**src/rtl/core/bedc_pkg.sv**
```systemverilog
package bedc_pkg;

    localparam int unsigned LEVEL_W  = 3;
    localparam int unsigned TICK_W   = 32;
    localparam int unsigned POS_W    = 16;
    localparam int unsigned DELTA_W  = 17;
    localparam int unsigned EVENT_W  = 3;
    localparam int unsigned EV_FIELDS = 3;
    localparam int unsigned IN_W     = 72;
    localparam int unsigned OUT_W    = 48;
    localparam logic [TICK_W-1:0] WINDOW_RESET = 32'd500;

    typedef enum logic [EVENT_W-1:0] {
        EV_NONE   = 3'd0,
        EV_DOWN   = 3'd1,
        EV_UP     = 3'd2,
        EV_HELD   = 3'd3,
        EV_DOUBLE = 3'd4
    } t_event;

    typedef logic [1:0] t_count;

endpackage

```
**src/rtl/core/button_edge_double_click_detector_core.sv**
```systemverilog
// Mouse button edge and double-click detector. Each input word carries the
// three button levels, a wrapping 32-bit tick time and the signed cursor
// position; each output word carries one event code per button (none, down,
// up, held, double click) and the 17-bit cursor delta from the previous word.
// A double click is reported on the second release when it comes no more than
// r_window ticks after the first press. The block takes one word per cycle:
// an input register feeds a single pass of per-button compare and subtract
// logic into an output register, so one word is accepted each cycle that the
// output side keeps up, and a word is held on each side while the output
// stalls. A taken word is held in the input register and moves on to the
// output register when the output register is empty or being read.
// The window register is written through i_cfg_wr_en and i_cfg_wr_data and
// resets to 500; write it only while no word is in flight.
module button_edge_double_click_detector_core
    import bedc_pkg::*;
#(
    parameter int unsigned BUTTON_COUNT = 3
) (
    input  logic              i_clk,
    input  logic              i_rst_n,
    input  logic              i_cfg_wr_en,
    input  logic [TICK_W-1:0] i_cfg_wr_data,
    input  logic              i_s_axis_tvalid,
    output logic              o_s_axis_tready,
    // button_levels[2:0], tick_time[34:3], cursor_x[50:35], cursor_y[66:51]
    input  logic [IN_W-1:0]   i_s_axis_tdata,
    output logic              o_m_axis_tvalid,
    input  logic              i_m_axis_tready,
    // left_event[2:0], right_event[5:3], middle_event[8:6],
    // delta_x[25:9], delta_y[42:26]
    output logic [OUT_W-1:0]  o_m_axis_tdata
);

    logic                    r_in_valid;
    logic [LEVEL_W-1:0]      r_levels;
    logic [TICK_W-1:0]       r_now;
    logic signed [POS_W-1:0] r_cx;
    logic signed [POS_W-1:0] r_cy;

    logic                    r_out_valid;
    logic [OUT_W-1:0]        r_out_data;

    logic [TICK_W-1:0]       r_window;
    logic                    r_prev     [BUTTON_COUNT];
    t_count                  r_count    [BUTTON_COUNT];
    logic [TICK_W-1:0]       r_start    [BUTTON_COUNT];
    logic signed [POS_W-1:0] r_px;
    logic signed [POS_W-1:0] r_py;

    logic                    n_prev     [BUTTON_COUNT];
    t_count                  n_count    [BUTTON_COUNT];
    logic [TICK_W-1:0]       n_start    [BUTTON_COUNT];
    t_event                  n_ev       [BUTTON_COUNT];
    t_event                  w_field    [EV_FIELDS];

    logic                    w_move;
    logic signed [DELTA_W-1:0] w_dx;
    logic signed [DELTA_W-1:0] w_dy;
    logic [OUT_W-1:0]        n_out_data;

    assign w_move          = r_in_valid && (!r_out_valid || i_m_axis_tready);
    assign o_s_axis_tready = !r_in_valid || w_move;
    assign o_m_axis_tvalid = r_out_valid;
    assign o_m_axis_tdata  = r_out_data;

    // per-button edge classification and click tracking
    for (genvar g = 0; g < BUTTON_COUNT; g++) begin : g_btn
        logic              w_cur;
        logic [TICK_W-1:0] w_elapsed;
        logic              w_late;
        t_count            w_c1;

        if (g < LEVEL_W) begin : g_lvl
            assign w_cur = r_levels[g];
        end else begin : g_nolvl
            assign w_cur = 1'b0;
        end

        assign w_elapsed = r_now - r_start[g];
        assign w_late    = w_elapsed >= r_window;

        always_comb begin
            n_prev[g]  = w_cur;
            n_count[g] = r_count[g];
            n_start[g] = r_start[g];
            w_c1       = r_count[g];
            unique case ({r_prev[g], w_cur})
                2'b01: begin
                    n_ev[g] = EV_DOWN;
                    if (r_count[g] == 2'd1 && w_late) begin
                        w_c1 = 2'd0;
                    end
                    n_count[g] = (w_c1 < 2'd2) ? w_c1 + 2'd1 : w_c1;
                    if (n_count[g] == 2'd1) begin
                        n_start[g] = r_now;
                    end
                end
                2'b10: begin
                    n_ev[g] = EV_UP;
                    if (r_count[g] == 2'd1) begin
                        if (w_late) begin
                            n_count[g] = 2'd0;
                        end
                    end else if (r_count[g] == 2'd2) begin
                        if (w_elapsed <= r_window) begin
                            n_ev[g] = EV_DOUBLE;
                        end
                        n_count[g] = 2'd0;
                    end
                end
                2'b11: n_ev[g] = EV_HELD;
                default: n_ev[g] = EV_NONE;
            endcase
        end

        always_ff @(posedge i_clk) begin
            if (!i_rst_n) begin
                r_prev[g]  <= 1'b0;
                r_count[g] <= 2'd0;
                r_start[g] <= '0;
            end else if (w_move) begin
                r_prev[g]  <= n_prev[g];
                r_count[g] <= n_count[g];
                r_start[g] <= n_start[g];
            end
        end
    end

    for (genvar f = 0; f < EV_FIELDS; f++) begin : g_field
        if (f < BUTTON_COUNT) begin : g_have
            assign w_field[f] = n_ev[f];
        end else begin : g_absent
            assign w_field[f] = EV_NONE;
        end
    end

    assign w_dx = DELTA_W'(r_cx) - DELTA_W'(r_px);
    assign w_dy = DELTA_W'(r_cy) - DELTA_W'(r_py);

    assign n_out_data = {5'd0, w_dy, w_dx, w_field[2], w_field[1], w_field[0]};

    always_ff @(posedge i_clk) begin
        if (!i_rst_n) begin
            r_window    <= WINDOW_RESET;
            r_in_valid  <= 1'b0;
            r_out_valid <= 1'b0;
            r_px        <= '0;
            r_py        <= '0;
        end else begin
            if (i_cfg_wr_en) begin
                r_window <= i_cfg_wr_data;
            end
            if (o_s_axis_tready) begin
                r_in_valid <= i_s_axis_tvalid;
            end
            if (w_move) begin
                r_out_valid <= 1'b1;
                r_px        <= r_cx;
                r_py        <= r_cy;
            end else if (i_m_axis_tready) begin
                r_out_valid <= 1'b0;
            end
        end
    end

    always_ff @(posedge i_clk) begin
        if (o_s_axis_tready && i_s_axis_tvalid) begin
            r_levels <= i_s_axis_tdata[LEVEL_W-1:0];
            r_now    <= i_s_axis_tdata[LEVEL_W +: TICK_W];
            r_cx     <= i_s_axis_tdata[LEVEL_W+TICK_W +: POS_W];
            r_cy     <= i_s_axis_tdata[LEVEL_W+TICK_W+POS_W +: POS_W];
        end
        if (w_move) begin
            r_out_data <= n_out_data;
        end
    end

endmodule

```
**config.mk**
```make
export PLATFORM = sky130hd
export DESIGN_NAME = button_edge_double_click_detector_core
export DESIGN_NICKNAME = d
export VERILOG_FILES = /design/src/rtl/core/bedc_pkg.sv /design/src/rtl/core/button_edge_double_click_detector_core.sv
export SDC_FILE = /design/constraint.sdc
export NUM_CORES = 1
export LEC_CHECK = 0
export BUFFER_PORTS_ARGS = -buffer_cell sky130_fd_sc_hd__buf_2
export CORE_MARGIN = 1.5
export CORE_UTILIZATION = 45
export CTS_CLUSTER_SIZE = 10
export DETAILED_ROUTE_END_ITERATION = 10
export PLACE_DENSITY = 0.61
export SLEW_MARGIN = 5
export SYNTH_ARGS = -nofsm -noshare
export SYNTH_HDL_FRONTEND = slang
export SYNTH_SLANG_ARGS = --single-unit
```
**constraint.sdc**
```tcl
create_clock -name i_clk -period 14.6 [get_ports i_clk]
set_clock_uncertainty 0.1 [all_clocks]
set_input_delay 0.73 -clock i_clk [delete_from_list [all_inputs] [get_ports i_clk]]
set_output_delay 0.73 -clock i_clk [all_outputs]
set_load 0.1 [all_outputs]
```
== Word-level counts from Yosys, hierarchy flattened ==
Memory sizes are Yosys's and may differ from the RTL's.
Cells that the tools add are included.

* Memory bits (read-only): 0
* Memory bits (writable): 105
* Output and inout port bits: 50
* Register bits after elaboration: 176
* Word-level logic and storage cells: 121
* Input port bits: 109
* Bits in latches: 0
* Memories: 3

{| class="wikitable"
|+ Memory list
! name !! depth !! width !! read ports !! clocked after memory_dff !! write ports !! line !! source
|-
| r_start || 3 || 32 || 3 || 0 || 3 || button_edge_double_click_detector_core.sv:46 || <nowiki>logic [TICK_W-1:0] r_start [BUTTON_COUNT];</nowiki>
|-
| r_count || 3 || 2 || 3 || 0 || 3 || button_edge_double_click_detector_core.sv:45 || <nowiki>t_count r_count [BUTTON_COUNT];</nowiki>
|-
| r_prev || 3 || 1 || 3 || 0 || 3 || button_edge_double_click_detector_core.sv:44 || <nowiki>logic r_prev [BUTTON_COUNT];</nowiki>
|}

* Order comparisons: 9
* Multipliers: 0
* Shifts and indexed selects: 0
* Eq/ne operators: 18
* Div/mod/pow operators: 0
* Reductions and logical operators: 10
* Bitwise logic cells: 9
* $add $sub $neg: 8
* Multiplexer cells: 54

{| class="wikitable"
|+ Operators by type and width
! cell !! count
|-
| 2-to-1 mux 32 bit || 9
|-
| >= comparator 32 bit || 3
|-
| <= comparator 32 bit || 3
|-
| subtractor 32 bit || 3
|-
| 2-to-1 mux 2 bit || 21
|-
| subtractor 16 x 16 -> 17 bit || 2
|-
| 2-to-1 mux 3 bit || 9
|-
| case mux 3 bit (3 select lines) || 3
|-
| equality test 2 x 1 -> 1 bit, second input constant || 9
|-
| equality test 2 bit, second input constant || 9
|-
| case mux 2 bit (2 select lines) || 3
|-
| 2-to-1 mux 1 bit || 9
|-
| bitwise OR 1 bit || 9
|-
| adder 2 x 1 -> 2 bit, second input constant || 3
|-
| less-than comparator 2 bit, second input constant || 3
|-
| logical AND 1 bit || 5
|-
| logical NOT 1 bit || 2
|-
| logical OR 1 bit || 2
|-
| nonzero test 2 bit || 1
|}

== Logic depth before layout (Yosys ltp) ==
Gate-level depths: netlist (run 1).
An unclocked memory read counts as a cell.

* Word-level depth: 12
* Gate-level depth with buffers: 23
* Depth with buffers taken out: 23

== Least setup slack after synthesis (run 1) ==
No wires, ideal clock.

* Path kind: register to register
* From: register, netlist name r_now[8]
* To: memory r_start[2][0] (enable)
* Required time: 14034 ps
* Library setup time: 466 ps
* Cell stages (with the launch flop): 20
* Arrival: 6300 ps
* Setup slack: 7735 ps
* Buffers on the path: 0
* Clock period less this slack: 6865 ps
* Path through: edfxtp_1 ha_1 and3_1 and4_1 a2111oi_0 nand2_1 a221oi_2 o211ai_1 a31o_1 a21oi_1 xnor2_1 ha_1 nand4_1 nor4_1 a221o_1 o21ai_0 nand2_1 ha_1 nand2_1 o21ai_0

{| class="wikitable"
|+ RTL lines
! item !! line
|-
| end: declaration || button_edge_double_click_detector_core.sv:46
|}

==> flow_summary.toml, run 1 <==
[status]
status = "finished clean"

[run]
max_cap_viol_count = 0

[route]
via_density = 5.37
drt-pass1-iter-count = 5
wire_per_inst_microns = 17.5
route.antenna.remaining_nets = 0
initialDrtViolationCount = 809
wirelength_microns = 44500
route.vias.total = 13600
drcViolationCount = 0

[logic_synthesis]
synth_enable_flop_cells = 214
post_synth.cell_area_avg_sq_um = 10.0
synthDominantAreaCellType = "edfxtp_1"
number_of_cells_produced_by_synthesis = 1834
yosys_warnings = 0
ys_types = 79
yosys_most_used_dff = "edfxtp_1"
synth_top_area_share_pct = 35.0
proportion_of_register_bits_with_asynchronous_set_or_reset_after_synthesis_pct = 0
area_contributors_post_synth = "edfxtp_1 (35%), ha_1 (16%), dfxtp_1 (7.3%)"
ys_seq_area_share_pct = 42.3
netlist_area_sq_um = 18300
flops_latches_synth = 281

[die]
num_io_pins = 159
die_h_microns = 205
dieArea_sq_um = 42000
floorplan.die.width_microns = 205
placement_rows = 73
starting_density_of_the_core_pct = 45.9
core-area_sq_um = 40000

[pwr]
power_after_layout_w = 0.00246
cell_internal_pwr_w = 0.00167
part_of_the_power_in_the_clock_network_pct = 34.5
power.share.combinational_pct = 27.3
power_density_nw_per_um2 = 118
vdd_ir_drop_max_mv = 0.113
leakage_nw = 8.92
p_sw_share_pct = 32.1
power.sequential.fraction_pct = 38.3
power.net_switching_w = 0.000789

[sta]
slew_viol_final = 0
final.setup.tns_ps = 0
hold_viol = 0
final_critical_path_setup_slack_ps = 7800
worstMarginPinSlew_ps = 1130
layout_worst_path_cycle_share_pct = 46.6
timing.fmax_mhz = 147
setup_violations = 0
slew_headroom_pct = 24.3
hold_ws_ps = 247
period_needed_ps = 6800
rsz_0062_raised_after_global_routing = "false"

[critical_path]
cp_cell_sequence = "inv_1 -> fa_1 -> nor2b_1 -> o21a_1 -> o21ai_0 -> a31oi_1 -> o311ai_0 -> a41oi_1 -> a21oi_1 -> o21ai_0 -> xnor2_1 -> ha_1 -> nand4_1 -> nor4_1 -> o21ai_0 -> a21boi_0 -> nand2b_1 -> ha_1 -> nand2_1 -> o21ai_4 -> buf_4"
cp.required_ps = 14710
rrSetupSlack_ps = 7800
crit_arrival_ps = 6910
critPathCaptureType = "register"
critPathMaxStageDelay_ps = 760
worst-setup-path-type = "register to register"
path_common_cell = "o21ai_0"
maximum_fanout_encountered_on_the_critical_timing_path = 19
worstSetupStartpointType = "register"
cp_slowest_cell = "nor4_1"

[min_path]
hold_path_class = "input pin to register"

[final_layout]
area_of_the_multi_input_gates_sq_um = 9630
layout.filler_cells = 3621
layout-area-overhead-vs-synth_pct = 13.3
post_layout_net_count = 2328
layout-drive-gt1-share_pct = 11.6
commonest_non_fill_non_tap_cell_in_the_layout = "ha_1"
layout.area.seq_sq_um = 7770
most_used_cells_in_the_layout_excluding_fill_and_tap_cells = "ha_1 (231), inv_1 (214), edfxtp_1 (214)"

[global_route]
globalRouteOverflowTotal = 0
number_of_antenna_violations_at_the_first_check_in_global_routing = 4
aggregate_global_route_resource_usage_pct = 21.6
grt_start_max_net_pins = 68
first_global_vias = 13400
grt_pass1_wl_microns = 71100

[cts]
numClockSinks = 281
clk_transition_reported_paths_ps = 60
clock_tree.htree_level_count = 2
clock_tree.root_cell = "clkbuf_16"
cts_buffer_depth = 3
clock_latency_reported_for_the_late_side_of_the_worst_skew_pair_ps = 560
tritoncts = "done"
post_cts.repair.setup_buffers = 0
cts-buffers-inserted = 37
cts_resized = 0
hold_buffers = 0

[placement]
preCtsSetupSlack_ps = 7770
port_buffers = 148
routability_driven_placement_congestion_ratio = 0.877
dp.final_hpwl_microns = 33100
per-layer routing:
| layer | wire length, microns | track usage [%] | up-vias |
|---|---|---|---|
| li1 | - | - | 6891 |
| met1 | 21000 | 29.1 | 6393 |
| met2 | 20100 | 34.7 | 273 |
| met3 | 2500 | 4.92 | 61 |
| met4 | 923 | 6.36 | 4 |
| met5 | 20 | 0 | - |
path summary, 6_finish.rpt:
| path | from | endpoint | cells past startpoint |
|---|---|---|---|
| min reg2reg | r_py[7] | r_py[7] | 2 |
| min | i_s_axis_tdata[53] | r_cy[2] | 1 |
| max | r_now[1] | r_start[1][23] | 21 |
| max reg2reg | r_now[1] | r_start[1][23] | 21 |
state kept, by name (all words and copies together), names as in the netlist:
signal,cells
r_px,16
r_window,32
r_levels,3
r_now,32
o_m_axis_tvalid,1
r_in_valid,1
r_prev,3
r_count,6
r_cx,16
r_start,96
r_py,16
o_m_axis_tdata,43
r_cy,16
worst max-delay path: cells and delay by family, from the launching register on:
family	cells	cell delay, ps
AOI/OAI and AO/OA	10	2950
xor gates and xnor gates	1	100
adders and majority gates	3	940
buffers and inverters	2	610
DFF	1	420
and+or+nand+nor	5	1320
cell usage after synthesis (5+ instances only):
cell type	count
mux2i_1	29
nor3_1	25
clkbuf_1	42
xor2_1	26
buf_4	5
and4_1	6
a21oi_1	117
inv_1	215
nand2_1	149
o21ai_0	85
nand2b_1	18
nor2b_1	60
and2_1	9
a31oi_1	13
nand3_1	23
o211ai_1	14
nor4_1	6
o31a_1	6
edfxtp_1	214
o21a_1	31
nand4_1	30
dfxtp_1	67
ha_1	231
a21boi_0	43
fa_1	5
nor2_1	73
o21bai_1	11
a211oi_1	6
a21o_1	67
o31ai_1	7
xnor2_1	74
or2_2	6
and3_1	41
power by group through the flow:
stage | Sequential, W | Combinational (W) | Clock [W]
after CTS | 0.000942 | 0.000671 | 0.000875
after floorplan | 0.00101 | 0.000447 | 0
after global routing | 0.000947 | 0.000749 | 0.000902
after detailed placement | 0.000958 | 0.000665 | 0
after global placement | 0.000957 | 0.000652 | 0
final | 0.000942 | 0.000671 | 0.000848
layout make-up:
cell class | count | share of cell area [%]
multi-input combinational | 1294 | 46.3
sequential | 281 | 37.4
clock buffer | 58 | 5.03
inverter | 215 | 3.90
timing repair buffer | 154 | 3.79
tap | 525 | 3.16
clock inverter | 10 | 0.391
antenna | 1 | 0.0120
metrics by stage:
step / std cells / area (sq um) / util [%]
after floorplan: 1838 / 18400 / -
after global placement: 2469 / 19700 / 49.1
after detailed placement: 2469 / 19700 / 49.1
after CTS: 2537 / 20800 / 51.9
after global routing: 2537 / 20800 / 51.9
final: 2538 / 20800 / 51.9
cells by family (layout without fill, tap and decap cells):
group | after synthesis | count (layout) | share of synthesized area, %
AOI/OAI and AO/OA | 461 | 461 | 16.8
and+or+nand+nor | 463 | 463 | 12.7
xor gates and xnor gates | 100 | 100 | 4.77
other | 1 | 6 | 0.0204
buffers and inverters | 263 | 437 | 5.48
DFF | 281 | 281 | 42.3
muxes | 29 | 29 | 1.58
adders and majority gates | 236 | 236 | 16.3
Power figures use the tool's default switching activity.
==> run 2, diff against run 1 <==
--- a/config.mk
+++ b/config.mk
@@ -5,12 +5,13 @@
 export SDC_FILE = /design/constraint.sdc
 export NUM_CORES = 1
 export LEC_CHECK = 0
+export ABC_AREA = 1
 export BUFFER_PORTS_ARGS = -buffer_cell sky130_fd_sc_hd__buf_2
 export CORE_MARGIN = 1.5
 export CORE_UTILIZATION = 45
 export CTS_CLUSTER_SIZE = 10
 export DETAILED_ROUTE_END_ITERATION = 10
-export PLACE_DENSITY = 0.61
+export PLACE_DENSITY = 0.63
 export SLEW_MARGIN = 5
 export SYNTH_ARGS = -nofsm -noshare
 export SYNTH_HDL_FRONTEND = slang
==> constraint.sdc (replaced) <==
create_clock -name i_clk -period 5.9 [get_ports i_clk]
set_clock_uncertainty 0.1 [all_clocks]
set_input_delay 0.295 -clock i_clk [delete_from_list [all_inputs] [get_ports i_clk]]
set_output_delay 0.295 -clock i_clk [all_outputs]
set_load 0.1 [all_outputs]
==> run 2 against run 1 <==
  * Final cell count is 26% higher
  * Utilization grew 2.1 points
  * Global-route usage up 3.8 points
  * Via count increased by 22%
  * Maximum frequency grew 34%
  * Sequential cell count unchanged
  * Synthesized cell count up 29%
  * Register-to-register slack lost 7000 ps
  * Die area rose by 4.9%
  * Design area increased by 9.6%
  * Non-clock buffer count grew 106
  * Combinational power grew to 3.0 times the previous value
  * Critical endpoint is now r_start[2][19]
==> flow_summary.toml, run 2 <==
[status]
status = "finished clean"

[route]
route.antenna.remaining_nets = 0
wire_per_inst_microns = 17.4
via_density = 5.19
wirelength_microns = 55800
drcViolationCount = 0
initialDrtViolationCount = 889
drt-pass1-iter-count = 5
route.vias.total = 16600

[final_layout]
layout-area-overhead-vs-synth_pct = 18.2
post_layout_net_count = 2982
layout.filler_cells = 3980
most_used_cells_in_the_layout_excluding_fill_and_tap_cells = "nand2_1 (514), inv_1 (377), ha_1 (231)"
antenna_diodes = 0
largest_register_ffs = 96
commonest_non_fill_non_tap_cell_in_the_layout = "nand2_1"
final_design_area_no_fill_sq_um = 22800
layout-drive-gt1-share_pct = 9.66
largest-register = "r_start"

[logic_synthesis]
flops_latches_synth = 281
yosys-top-cells-count = "nand2_1 (514), inv_1 (378), ha_1 (231), nor2_1 (216), edfxtp_1 (214)"
synth_simple_gate_area_share_pct = 20.0
synth_top_area_share_pct = 33.4
ys_types = 44
proportion_of_register_bits_with_asynchronous_set_or_reset_after_synthesis_pct = 0
muxShareOfSynthArea_pct = 0
yosys_warnings = 0
area_contributors_post_synth = "edfxtp_1 (33%), ha_1 (15%), nand2_1 (10%)"
post_synth.cell_area_avg_sq_um = 8.15
synthDominantAreaCellType = "edfxtp_1"
synth-compound-area-share_pct = 12.3
synth_top_family_by_area = "simple AND/OR/NAND/NOR gates"
yosys_most_used_dff = "edfxtp_1"
ys_seq_area_share_pct = 40.3
netlist_area_sq_um = 19300
number_of_cells_produced_by_synthesis = 2363
yosys.area_share.xor_xnor_pct = 3.68
synth_enable_flop_cells = 214
post-synth-top-count-cell = "nand2_1"
synthAdderAreaFrac_pct = 15.5

[pwr]
power_after_layout_w = 0.00641
power_density_nw_per_um2 = 282
leakage_nw = 10.5
vdd_ir_drop_max_mv = 0.270

[sta]
final.setup.tns_ps = 0
setup_violations = 0
layout_worst_path_cycle_share_pct = 86.1
timing.fmax_mhz = 197
rsz_0062_raised_after_global_routing = "false"
period_needed_ps = 5080
worstMarginPinSlew_ps = 1070
slew_viol_final = 0
slew_headroom_pct = 28.8
hold_viol = 0
final_critical_path_setup_slack_ps = 818

[global_route]
aggregate_global_route_resource_usage_pct = 25.5
globalRouteOverflowTotal = 0
first_global_vias = 16300
number_of_antenna_violations_at_the_first_check_in_global_routing = 0
grt_pass1_wl_microns = 86300
grt_start_max_net_pins = 68

[critical_path]
maximum_fanout_encountered_on_the_critical_timing_path = 32
cp.required_ps = 5970
path_common_cell = "nand2_1"
critical-path-top-delay-family = "simple AND/OR/NAND/NOR gates"
crit_arrival_ps = 5160
cp_slowest_cell = "edfxtp_1"
critical_path.n_buffers_inverters = 2
worst-setup-path-type = "register to register"
worstSetupStartpointType = "register"
cp_cell_sequence = "ha_1 -> nand2_1 -> nor2_1 -> inv_1 -> nor4_1 -> nand3_1 -> nand3_1 -> nand2_1 -> ha_1 -> nand2_1 -> nor2_1 -> nand2_1 -> nor2_1 -> nand2_1 -> nand3_1 -> nand2_1 -> nand2_1 -> ha_1 -> nand3_1 -> nand2_1 -> buf_4"
critPathCaptureType = "register"
critPathMaxStageDelay_ps = 520

[placement]
routability_driven_placement_congestion_ratio = 0.954
port_buffers = 148
dp.final_hpwl_microns = 44400
placedInstanceArea_sq_um = 20600
preCtsSetupSlack_ps = 876

[die]
core-area_sq_um = 42100
die_h_microns = 210
starting_density_of_the_core_pct = 45.7
floorplan.die.width_microns = 210
placement_rows = 75
num_io_pins = 159
dieArea_sq_um = 44100

[cts]
clock_latency_reported_for_the_late_side_of_the_worst_skew_pair_ps = 560
clk_transition_reported_paths_ps = 50
numClockSinks = 281
clock_tree.root_cell = "clkbuf_16"
cts-buffers-inserted = 36
clock_tree.htree_level_count = 2
post_cts.repair.setup_buffers = 0
cts_resized = 0
hold_buffers = 105
tritoncts = "done"
cts_buffer_depth = 3

[run]
max_cap_viol_count = 0

[min_path]
hold_path_class = "input pin to register"
==> run 2: cell types whose count changed after synthesis, sizes merged, moves of 35 or more <==
cell   before  now
a21o       69   19
a21oi     118  211
and3       42    6
inv       215  381
nand2     149  531
nand3      23  102
nor2       73  220
nor2b      60    0
o21ai      90  151
xnor2      74   20
xor2       26   61
==> run 2: worst paths after layout <==
kind         depth (start not counted)  slack [ps]        endpoint         from
min reg2reg                          2         370         r_py[7]      r_py[7]
max                                 21         820  r_start[2][19]    r_now[24]
min                                  2          20     r_window[2]  i_cfg_wr_en
max reg2reg                         21         820  r_start[2][19]    r_now[24]
==> run 2: kinds of logic after synthesis <==
kind of cell,count (synthesis)
other,1
xor gates and xnor gates,81
buffers and inverters,409
adders and majority gates,236
and+or+nand+nor,929
AOI/OAI and AO/OA,426
DFF,281
==> run 2: report_power, final <==
group | total [W] | internal, W | switching, W
Sequential | 0.00236 | 0.00229 | 0.0000703
Clock | 0.00207 | 0.00121 | 0.000864
Combinational | 0.00198 | 0.000677 | 0.00130
Total | 0.00641 | 0.00418 | 0.00224
==> run 2: through the flow <==
step | util (%) | hold WS (ps) | std cells
floorplan | - | 294 | 2367
global placement | 48.9 | 347 | 3033
detailed placement | 48.9 | 369 | 3033
CTS | 54.1 | 3.59 | 3200
global route | 54.1 | 40.1 | 3200
finish | 54.1 | 22.3 | 3200
==> run 2: area by class of cell <==
cell class / instances / area, sq um / area share (%)
Timing Repair Buffer: 260 / 1840 / 8.10
Tap cell: 539 / 674 / 2.96
Sequential cell: 281 / 7770 / 34.1
Clock inverter: 10 / 134 / 0.588
Multi-Input combinational cell: 1677 / 9940 / 43.7
Clock buffer: 52 / 981 / 4.31
Inverter: 381 / 1430 / 6.28
==> run 2: layer usage <==
layer	track usage, %	share of wire, %
met1	33.9	46
met4	6.52	2.3
met5	0	0
met3	3.65	5.3
met2	43.5	47
